### config.mk
export PLATFORM = sky130hd
export DESIGN_NAME = life_generation_stream
export DESIGN_NICKNAME = d
export VERILOG_FILES = /design/src/lgs_pkg.sv /design/src/lgs_cell.sv /design/src/lgs_out_fifo.sv /design/src/life_generation_stream.sv
export SDC_FILE = /design/constraint.sdc
export NUM_CORES = 1
export LEC_CHECK = 0
export ABC_AREA = 1
export BUFFER_PORTS_ARGS = -buffer_cell sky130_fd_sc_hd__buf_2
export CAP_MARGIN = 20
export CORE_AREA = 2 2 129 257
export CTS_CLUSTER_SIZE = 25
export DETAILED_ROUTE_END_ITERATION = 7
export DIE_AREA = 0 0 131 259
export GPL_TIMING_DRIVEN = 0
export MAX_ROUTING_LAYER = met4
export PLACE_DENSITY = 0.78
export REMOVE_ABC_BUFFERS = 1
export SYNTH_ARGS = -nofsm -noshare
export SYNTH_HDL_FRONTEND = slang
export SYNTH_HIERARCHICAL = 1
export SYNTH_SLANG_ARGS = --single-unit
### constraint.sdc
create_clock -name clk -period 5.1 [get_ports clk]
set_input_delay 0.255 -clock clk [delete_from_list [all_inputs] [get_ports clk]]
set_output_delay 0.255 -clock clk [all_outputs]
set_load 0.005 [all_outputs]
### src/lgs_pkg.sv
// Shared types and constants for the life generation stream block.
// No dependencies; imported by every module of the block.
package lgs_pkg;

	localparam int ROWS_CFG_W = 11;
	localparam int COLS_CFG_W = 6;

	localparam logic [ROWS_CFG_W-1:0] ROWS_RESET = 11'd1024;
	localparam logic [COLS_CFG_W-1:0] COLS_RESET = 6'd32;

	// register index codes, taken from paddr[2]
	localparam logic REG_ROWS = 1'b0;
	localparam logic REG_COLS = 1'b1;

	localparam logic [3:0] BIRTH_CNT   = 4'd3;
	localparam logic [3:0] SURVIVE_CNT = 4'd2;

	// three stored rows of one column
	typedef struct packed {
		logic above;
		logic middle;
		logic below;
	} col_t;

	// broadcast to every cell
	typedef struct packed {
		logic clear;
		logic rotate;
		logic below_off;
		logic wr_bit;
	} cell_ctrl_t;

	typedef enum logic [1:0] {
		GEN_IDLE,
		GEN_EMIT,
		GEN_FLUSH
	} gen_state_t;

endpackage

### src/lgs_cell.sv
// One column of the line stores with its B3/S23 next-state logic.
// Depends on lgs_pkg; chained side by side in life_generation_stream.
module lgs_cell
	import lgs_pkg::*;
(
	input  logic       clk,
	input  logic       arst_n,
	input  cell_ctrl_t ctrl,
	input  logic       wr_en,
	input  col_t       left,
	input  col_t       right,
	output col_t       col,
	output logic       next_bit
);

	logic above_q, middle_q, below_q;
	logic lb, rb, sb;
	logic [3:0] cnt;

	always_ff @(posedge clk or negedge arst_n) begin
		if (!arst_n) begin
			above_q  <= 1'b0;
			middle_q <= 1'b0;
			below_q  <= 1'b0;
		end else if (ctrl.clear) begin
			above_q  <= 1'b0;
			middle_q <= 1'b0;
			below_q  <= 1'b0;
		end else if (ctrl.rotate) begin
			above_q  <= middle_q;
			middle_q <= wr_en ? ctrl.wr_bit : below_q;
			below_q  <= 1'b0;
		end else if (wr_en) begin
			below_q <= ctrl.wr_bit;
		end
	end

	assign col = '{above: above_q, middle: middle_q, below: below_q};

	assign lb = left.below & ~ctrl.below_off;
	assign rb = right.below & ~ctrl.below_off;
	assign sb = below_q & ~ctrl.below_off;

	assign cnt = 4'(left.above) + 4'(left.middle) + 4'(lb)
		+ 4'(right.above) + 4'(right.middle) + 4'(rb)
		+ 4'(above_q) + 4'(sb);

	assign next_bit = (cnt == BIRTH_CNT) || ((cnt == SURVIVE_CNT) && middle_q);

endmodule

### src/lgs_out_fifo.sv
// Two-entry result queue between the generator and the output channel.
// Depends on lgs_pkg only by convention; used by life_generation_stream.
module lgs_out_fifo
	import lgs_pkg::*;
#(
	parameter int W = 17
) (
	input  logic         clk,
	input  logic         arst_n,
	input  logic         push,
	input  logic [W-1:0] push_data,
	output logic         room,
	output logic         valid,
	input  logic         ready,
	output logic [W-1:0] data
);

	logic [W-1:0] mem_q [2];
	logic         wr_ptr_q, rd_ptr_q;
	logic [1:0]   cnt_q;
	logic         pop;

	assign valid = (cnt_q != 2'd0);
	assign room  = (cnt_q != 2'd2);
	assign pop   = valid & ready;
	assign data  = mem_q[rd_ptr_q];

	always_ff @(posedge clk) begin
		if (push) begin
			mem_q[wr_ptr_q] <= push_data;
		end
	end

	always_ff @(posedge clk or negedge arst_n) begin
		if (!arst_n) begin
			wr_ptr_q <= 1'b0;
			rd_ptr_q <= 1'b0;
			cnt_q    <= 2'd0;
		end else begin
			if (push) wr_ptr_q <= ~wr_ptr_q;
			if (pop) rd_ptr_q <= ~rd_ptr_q;
			cnt_q <= cnt_q + 2'(push) - 2'(pop);
		end
	end

endmodule

### src/life_generation_stream.sv
// Top level of the life generation stream: B3/S23 over a raster cell stream.
// Depends on lgs_pkg, lgs_cell and lgs_out_fifo.
//
// Cells of one generation enter on cell_valid/cell_ready, one word per cell,
// raster order. Results leave on res_valid/res_ready as words of next_alive,
// out_row, out_col, frame_last. Input (r+1,j) releases result (r,j-1), and
// at the last column also (r,j); the last input of a frame releases the
// whole last row, frame_last marking its final cell.
// Throughput: one cell per cycle within a row while the result buffer has room;
// the last cell of rows 1 and up holds cell_ready low while its results go out,
// and the frame end holds it low while the results of the last row go out.
// A result word follows the cell word that releases it through the generator
// state register and then the result buffer, at the earliest.
// Each column is a cell holding three rows; cells feed their column bits to
// their neighbors every cycle and the generator muxes one cell's result.
// Results queue in a two-entry buffer, so a stalled receiver first fills it,
// then cell_ready drops; nothing is lost.
// Reset clears the line stores and counters and sets 1024 rows by 32 columns.
// A configuration write restarts the frame; the user must write only while idle, the block does not enforce it.
module life_generation_stream
	import lgs_pkg::*;
#(
	parameter int MAX_COLS = 32,
	parameter int MAX_ROWS = 1024,
	localparam int ROW_W = (MAX_ROWS > 1) ? $clog2(MAX_ROWS) : 1,
	localparam int COL_W = (MAX_COLS > 1) ? $clog2(MAX_COLS) : 1
) (
	input  logic             clk,
	input  logic             arst_n,
	input  logic             psel,
	input  logic             penable,
	input  logic             pwrite,
	input  logic [2:0]       paddr,
	input  logic [31:0]      pwdata,
	output logic [31:0]      prdata,
	output logic             pready,
	input  logic             cell_valid,
	output logic             cell_ready,
	input  logic             cell_alive,
	output logic             res_valid,
	input  logic             res_ready,
	output logic             next_alive,
	output logic [ROW_W-1:0] out_row,
	output logic [COL_W-1:0] out_col,
	output logic             frame_last
);

	localparam int RCMP_W = ((ROW_W > ROWS_CFG_W) ? ROW_W : ROWS_CFG_W) + 1;
	localparam int RES_W  = 1 + ROW_W + COL_W + 1;

	logic [ROWS_CFG_W-1:0] board_rows_q;
	logic [COLS_CFG_W-1:0] board_cols_q;
	logic                  cfg_wr;

	logic [RCMP_W-1:0]     rows_ext, rows_eff, rows_m1;
	logic [COLS_CFG_W-1:0] cols_eff, cols_m1;

	logic [ROW_W-1:0] row_q;
	logic [COL_W-1:0] col_q;
	logic             cell_acc, last_col, last_row, has_emit;

	gen_state_t       gen_st_q, gen_st_n;
	logic [COL_W-1:0] gen_col_q, gen_col_n, gen_end_q, gen_end_n;
	logic [ROW_W-1:0] gen_row_q, gen_row_n;
	logic             rowend_q, rowend_n, flush_q, flush_n;
	logic             push, res_last, fifo_room;

	cell_ctrl_t          ctrl;
	col_t                cols_w [MAX_COLS];
	logic [MAX_COLS-1:0] nxt_bits;
	logic [RES_W-1:0]    push_data, pop_data;

	// configuration port
	assign pready = 1'b1;
	assign cfg_wr = psel & penable & pwrite & pready;

	always_ff @(posedge clk or negedge arst_n) begin
		if (!arst_n) begin
			board_rows_q <= ROWS_RESET;
			board_cols_q <= COLS_RESET;
		end else if (cfg_wr) begin
			unique case (paddr[2])
				REG_ROWS: board_rows_q <= pwdata[ROWS_CFG_W-1:0];
				REG_COLS: board_cols_q <= pwdata[COLS_CFG_W-1:0];
				default:  ;
			endcase
		end
	end

	always_comb begin
		unique case (paddr[2])
			REG_ROWS: prdata = 32'(board_rows_q);
			REG_COLS: prdata = 32'(board_cols_q);
			default:  prdata = '0;
		endcase
	end

	// clamp sizes into range
	assign rows_ext = RCMP_W'(board_rows_q);
	always_comb begin
		if (rows_ext == '0) rows_eff = RCMP_W'(1);
		else if (rows_ext > RCMP_W'(MAX_ROWS)) rows_eff = RCMP_W'(MAX_ROWS);
		else rows_eff = rows_ext;
		if (board_cols_q == '0) cols_eff = COLS_CFG_W'(1);
		else if (board_cols_q > COLS_CFG_W'(MAX_COLS)) cols_eff = COLS_CFG_W'(MAX_COLS);
		else cols_eff = board_cols_q;
	end
	assign rows_m1 = rows_eff - RCMP_W'(1);
	assign cols_m1 = cols_eff - COLS_CFG_W'(1);

	// input position
	assign cell_acc = cell_valid & cell_ready;
	assign last_col = (COLS_CFG_W'(col_q) == cols_m1);
	assign last_row = (RCMP_W'(row_q) == rows_m1);
	assign has_emit = (row_q != '0) && ((col_q != '0) || last_col);

	always_ff @(posedge clk or negedge arst_n) begin
		if (!arst_n) begin
			row_q <= '0;
			col_q <= '0;
		end else if (cfg_wr) begin
			row_q <= '0;
			col_q <= '0;
		end else if (cell_acc) begin
			if (last_col) begin
				col_q <= '0;
				row_q <= last_row ? '0 : row_q + ROW_W'(1);
			end else begin
				col_q <= col_q + COL_W'(1);
			end
		end
	end

	assign cell_ready = (gen_st_q == GEN_IDLE)
		|| ((gen_st_q == GEN_EMIT) && !rowend_q && fifo_room);

	// result generator
	always_ff @(posedge clk or negedge arst_n) begin
		if (!arst_n) begin
			gen_st_q  <= GEN_IDLE;
			gen_col_q <= '0;
			gen_end_q <= '0;
			gen_row_q <= '0;
			rowend_q  <= 1'b0;
			flush_q   <= 1'b0;
		end else begin
			gen_st_q  <= gen_st_n;
			gen_col_q <= gen_col_n;
			gen_end_q <= gen_end_n;
			gen_row_q <= gen_row_n;
			rowend_q  <= rowend_n;
			flush_q   <= flush_n;
		end
	end

	always_comb begin
		gen_st_n  = gen_st_q;
		gen_col_n = gen_col_q;
		gen_end_n = gen_end_q;
		gen_row_n = gen_row_q;
		rowend_n  = rowend_q;
		flush_n   = flush_q;
		push      = 1'b0;
		res_last  = 1'b0;
		ctrl      = '{clear: cfg_wr, rotate: 1'b0,
			below_off: (gen_st_q == GEN_FLUSH), wr_bit: cell_alive};

		unique case (gen_st_q)
			GEN_IDLE: ;
			GEN_EMIT: begin
				if (fifo_room) begin
					push = 1'b1;
					if (gen_col_q == gen_end_q) begin
						gen_st_n = GEN_IDLE;
						if (rowend_q) begin
							ctrl.rotate = 1'b1;
							if (flush_q) begin
								gen_st_n  = GEN_FLUSH;
								gen_col_n = '0;
								gen_row_n = gen_row_q + ROW_W'(1);
							end
						end
					end else begin
						gen_col_n = gen_col_q + COL_W'(1);
					end
				end
			end
			GEN_FLUSH: begin
				res_last = (COLS_CFG_W'(gen_col_q) == cols_m1);
				if (fifo_room) begin
					push = 1'b1;
					if (res_last) begin
						ctrl.clear = 1'b1;
						gen_st_n   = GEN_IDLE;
					end else begin
						gen_col_n = gen_col_q + COL_W'(1);
					end
				end
			end
			default: gen_st_n = GEN_IDLE;
		endcase

		if (cell_acc) begin
			if (has_emit) begin
				gen_st_n  = GEN_EMIT;
				gen_col_n = (col_q != '0) ? col_q - COL_W'(1) : col_q;
				gen_end_n = last_col ? col_q : col_q - COL_W'(1);
				gen_row_n = row_q - ROW_W'(1);
				rowend_n  = last_col;
				flush_n   = last_col & last_row;
			end else if (last_col) begin
				// first row ends: shift now, single-row board flushes at once
				ctrl.rotate = 1'b1;
				rowend_n    = 1'b0;
				flush_n     = 1'b0;
				if (last_row) begin
					gen_st_n  = GEN_FLUSH;
					gen_col_n = '0;
					gen_row_n = row_q;
				end else begin
					gen_st_n = GEN_IDLE;
				end
			end else begin
				gen_st_n = GEN_IDLE;
			end
		end

		if (cfg_wr) begin
			gen_st_n = GEN_IDLE;
		end
	end

	// row of column cells
	for (genvar j = 0; j < MAX_COLS; j++) begin : g_cell
		col_t left_w, right_w;
		if (j == 0) begin : g_l0
			assign left_w = '0;
		end else begin : g_ln
			assign left_w = cols_w[j-1];
		end
		if (j == MAX_COLS - 1) begin : g_r0
			assign right_w = '0;
		end else begin : g_rn
			assign right_w = cols_w[j+1];
		end
		lgs_cell u_cell (
			.clk      (clk),
			.arst_n   (arst_n),
			.ctrl     (ctrl),
			.wr_en    (cell_acc && (col_q == COL_W'(j))),
			.left     (left_w),
			.right    (right_w),
			.col      (cols_w[j]),
			.next_bit (nxt_bits[j])
		);
	end

	assign push_data = {nxt_bits[gen_col_q], gen_row_q, gen_col_q, res_last};

	lgs_out_fifo #(
		.W (RES_W)
	) u_out_fifo (
		.clk       (clk),
		.arst_n    (arst_n),
		.push      (push),
		.push_data (push_data),
		.room      (fifo_room),
		.valid     (res_valid),
		.ready     (res_ready),
		.data      (pop_data)
	);

	assign {next_alive, out_row, out_col, frame_last} = pop_data;

endmodule
# [Word level (Yosys, flattened, before mapping)]
# Memories as Yosys holds them, arrays and structs flattened.
# Index checks and enable logic that the tools add are counted.
# W data, S select, Z words.
[word_totals] output_inout_bits=52 reg_bits=156 memories=1 mem_bits_rw=34
[op_classes] muxes=290 add_sub_neg=226 n_eq_ne=107 magnitude_cmp=3 bitwise_logic=41 n_reduce_logical=120
[memory_table] memory="u_out_fifo.mem_q" words=2 width=17 rd=1 rd_clocked_by_memory_dff=0 wr=1 line="lgs_out_fifo.sv:18" rtl="logic [W-1:0] mem_q [2];"
[ops] op="$add A4 B1 Y4" n=185
[ops] op="$eq A4 B2 Y1 const B" n=64
[ops] op="$mux W1" n=243
[ops] op="$mux W10" n=13
[ops] op="$eq A5 B5 Y1 const B" n=16
[ops] op="$mux W5" n=15
[ops] op="$logic_and A1 B1 Y1" n=67
[ops] op="$pmux W32 S2" n=1
[ops] op="$add A1 B1 Y2" n=31
[ops] op="$eq A5 B4 Y1 const B" n=8
[ops] op="$and A1 B1 Y1" n=37
[ops] op="$logic_or A1 B1 Y1" n=34
[ops] op="$mux W11" n=2
[ops] op="$mux W2" n=11
[ops] op="$add A10 B1 Y10 const B" n=2
[ops] op="$eq A5 B3 Y1 const B" n=4
[ops] op="$eq A10 B12 Y1" n=1
[ops] op="$eq A5 B6 Y1" n=2
[ops] op="$logic_not A12 Y1" n=1
[ops] op="$mux W6" n=2
[ops] op="$ne A4 B4 Y1 const B" n=3
[ops] op="$sub A12 B1 Y12 const B" n=1
[ops] op="$gt A11 B11 Y1 const B" n=1
[ops] op="$add A5 B1 Y5 const B" n=2
[ops] op="29 further kinds" n=41

# [Depth between registers and ports, before layout]
[depth] depth_word=14 mapped_depth=21

# [Modules after synthesis]
# Netlist, hierarchy kept.
[modules_own_cells] module="lgs_cell" area_each_um2=365.4 instances=32 cells_per_inst=47
[modules_own_cells] module="life_generation_stream" area_each_um2=5190.0 instances=1 cells_per_inst=791
[modules_own_cells] module="lgs_out_fifo" area_each_um2=1488.9 instances=1 cells_per_inst=118

# [Worst setup path after synthesis]
# OpenSTA, ideal clock, no wires.
[synth_timing] kind="register -> register" start="reg board_cols_q[2]" end="reg g_cell[0].u_cell.middle_q" path_slack_ps=291 path_stages_with_launch=18 arrival_time_ps=4743 setup_time_ps=66 n_path_buf=0 t_required_ps=5034 cell_sequence="dfrtp_1 -> nor2_1 -> nand3_1 -> nand2_1 -> nand2_2 -> ha_1 -> xor2_1 -> o21ai_0 -> nand3b_1 -> nor2_2 -> nand2_4 -> inv_4 -> nand2_2 -> o22ai_1 -> inv_1 -> nor2_1 -> nand2_1 -> nand2_1"
[synth_lines] element="start: declaration" line="life_generation_stream.sv:52" rtl="logic [COLS_CFG_W-1:0] board_cols_q;"
[synth_lines] element="start signal: assignment" line="life_generation_stream.sv:84" rtl="REG_COLS: board_cols_q <= pwdata[COLS_CFG_W-1:0];"
[synth_lines] element="end signal: assignment" line="lgs_cell.sv:31" rtl="middle_q <= wr_en ? ctrl.wr_bit : below_q;"
[synth_lines] element="end: declaration" line="lgs_cell.sv:16" rtl="logic above_q, middle_q, below_q;"

==> impl_metrics.json <==
{
  "clockPowerShare_pct": 22.3,
  "rsz0062_at_grt": "no",
  "fin_crit_sh_pct": 94.3,
  "avgViaCountPerCell": 5.34,
  "root_buffer": "clkbuf_16",
  "drt_drc_violations_left": 1,
  "worstSetupPathType": "reg -> reg",
  "power_frac_seq_pct": 34.8,
  "p_leak_nw": 9.52,
  "dieArea_um2": 33900,
  "crit_fanout": 37,
  "final_util_pct": 59.3,
  "ys_types": 49,
  "drive_gt1_share_pct": 12.3,
  "drt_pass1_iterations": 8,
  "die_width_um": 131,
  "p_total_mw": 6.16,
  "clockBufferDepth": 2,
  "maxSlewHeadroom_pct": 36.7,
  "fillCellCount": 2802,
  "yosys.area.top_type_share_pct": 21.0,
  "numCtsBuffers": 17,
  "dp.cells": 2771,
  "fmax_mhz": 208,
  "routedWlPerCell_um": 16.1,
  "p_sw_share_pct": 45.4,
  "intPower_mw": 3.36,
  "synth_top_flop_cell": "dfrtp_1",
  "cts_resized": 0,
  "setup_slack_ps": 288,
  "yosys_warnings": 6,
  "coreArea_um2": 32000,
  "start_util_pct": 57.4,
  "min_period_ps": 4810,
  "comb_power_share_pct": 42.9,
  "yosys.area.top_type": "dfrtp_1",
  "syn_area_um2": 18400,
  "first_iter_violations": 750,
  "seqCellArea_um2": 4930,
  "cp.required_ps": 5300,
  "final_common_cell": "nand2_1",
  "place_area_um2": 18300,
  "synth-seq-cells": 190,
  "synth_area_per_cell_um2": 7.61,
  "multi_input_area_um2": 10500,
  "pre_cts_ws_ps": 53.6,
  "grt_max_degree": 111,
  "ioPinCount": 95,
  "p_per_area_nw_per_um2": 324,
  "power.switching_mw": 2.79,
  "grt_pass1_vias": 15727,
  "nets": 2652,
  "arrival_ps": 5010,
  "critPathCaptureType": "register",
  "final_antenna_net_count": 0,
  "hold_class": "in -> reg",
  "yosys-top-cells-area": "dfrtp_1 (21%), fa_1 (14%), nand2_1 (13%)",
  "grt_pass1_wl_mm": 73.2,
  "fin_setup_tns_ps": 0,
  "synthCells": 2413,
  "async_flop_share_pct": 82.1,
  "diodes": 0,
  "start_kind": "register",
  "setup_viol": 0,
  "cts.sinks": 190,
  "cts_tree": "built",
  "die_y_um": 259,
  "syn_to_final_growth_pct": 3.38,
  "finClkSkew_ps": 12.8,
  "io_buffers": 49,
  "route.vias.total": 14986,
  "drv_cap": 0,
  "ys_seq_area_share_pct": 26.8,
  "hold_slack_ps": 32.5,
  "synth_edf_count": 34,
  "instances_no_fill": 2806,
  "layout_common_cells": "nand2_1 (624), inv_1 (512), nor2_1 (201)",
  "clkTransAtPathRegs_ps": 80,
  "clk_latency_ps": 470,
  "num_rows": 93,
  "maxSlewViolCount": 0,
  "grt_overflow_total": 0,
  "gp_congestion": 0.882,
  "grt_antenna_before_repair": 0,
  "htree_levels": 4,
  "ir_worst_vdd_uv": 493,
  "timing_worst_slew_pin_value_ps": 948,
  "hpwl_mm": 34.0,
  "final_area_um2": 19000,
  "outcome": "finished with violations",
  "drt-total-wl_mm": 45.1,
  "hold_viol_final": 0,
  "failed_checks": "design-rule violations",
  "grt_usage_pct": 28.7
}
[metal layers]
| metal | vias up | share of wire, % | track usage, % |
|---|---|---|---|
| li1 | 7061 | - | - |
| met1 | 7199 | 33 | 25.7 |
| met2 | 498 | 55 | 52.8 |
| met3 | 228 | 4.1 | 3.94 |
| met4 | 0 | 8.1 | 20.8 |
| met5 | - | 0 | - |
[layout make-up]
type	count	area share, %
Clock buffer	18	2.26
Clock inverter	14	0.863
Inverter	521	10.4
Multi-Input combinational cell	1579	55.5
Sequential cell	190	25.9
Tap cell	427	2.81
Timing Repair Buffer	57	2.25
[what timing repair did]
| action | CTS | global route |
|---|---|---|
| buffers inserted | 0 | 1 |
| hold buffers | 1 | 0 |
| endpoints found under the hold margin | 46 | 0 |
| setup endpoints to repair | 0 | 2 |
[state kept, by name, indices dropped and copies added (netlist names)]
| register | count |
|---|---|
| gen_end_q | 5 |
| rowend_q | 1 |
| gen_row_q | 10 |
| u_out_fifo/wr_ptr_q | 1 |
| board_cols_q | 6 |
| row_q | 10 |
| u_out_fifo/cnt_q | 2 |
| g_cell.u_cell/below_q | 32 |
| g_cell.u_cell/middle_q | 32 |
| col_q | 5 |
| board_rows_q | 11 |
| g_cell.u_cell/above_q | 32 |
| flush_q | 1 |
| gen_st_q | 2 |
| gen_col_q | 5 |
| u_out_fifo/mem_q | 34 |
| u_out_fifo/rd_ptr_q | 1 |
[final timing paths]
check,startpoint,endpoint,slack [ps],cells past startpoint
worst min-delay path,pwdata[10],board_rows_q[10]$_DFFE_PN1P_,30,3
worst min register to register,board_cols_q[3]$_DFFE_PN0P_,board_cols_q[3]$_DFFE_PN0P_,500,2
worst max register to register,gen_st_q[0]$_DFFE_PN0P_,u_out_fifo/mem_q[1][16]$_DFFE_PP_,290,17
min in group asynchronous,arst_n,gen_row_q[9]$_DFF_PN0_,260,2
worst max-delay path,gen_st_q[0]$_DFFE_PN0P_,u_out_fifo/mem_q[1][16]$_DFFE_PP_,290,17
max in group asynchronous,arst_n,g_cell[5].u_cell/middle_q$_DFFE_PN0P_,3900,3
[power by group through the flow]
stage | Combinational [mW] | Sequential (mW) | Clock, mW
5_1_grt | 2.97 | 2.16 | 1.45
6_report | 2.64 | 2.14 | 1.37
2_1_floorplan | 1.84 | 2.03 | 0
3_3_place_gp | 2.43 | 2.17 | 0
3_5_place_dp | 2.55 | 2.19 | 0
4_1_cts | 2.57 | 2.16 | 1.39
[kinds of logic (layout without fill, tap and decap cells)]
kind of cell,after synthesis,after routing,synth area share [%]
fa+ha+maj,243,243,21.8
other cells,2,28,0.0409
buf+inv,670,610,16.5
xor+xnor,50,50,2.38
compound gates,187,187,6.97
simple gates,1071,1071,25.5
flops,190,190,26.8
[synthesized netlist by cell type (3+ instances only)]
cell      number
xnor2_1        9
buf_2          8
inv_2          4
nand2_4        3
ha_1         115
o21ai_2       34
clkbuf_1      14
buf_4        121
nand2_1      625
o21ai_1        3
edfxtp_1      34
fa_1         128
nor2_2        36
o22ai_1       22
dfrtp_1      154
o21ai_0       57
a31oi_1        6
nand3_1       98
nand3_2       38
o221ai_1       4
xor2_1        41
buf_6          4
nand4_1       10
nor3_1         7
nand2_2       45
inv_1        512
o21bai_1       3
nor2_1       201
a21oi_1       19
clkinv_1       3
a21oi_2       32
[worst max-delay path, stage by stage, from the launching register on]
cell,delay (ps)
dfrtp_1,390
inv_1,130
ha_4,550
inv_1,120
nand2_1,110
fa_1,420
inv_1,100
fa_1,440
ha_1,230
fa_1,510
nand3_2,90
a21oi_2,100
o21ai_0,80
o22ai_1,320
o21ai_0,160
o21ai_0,270
nor2_1,70
a31oi_1,420
(Power assumes the default switching activity.)
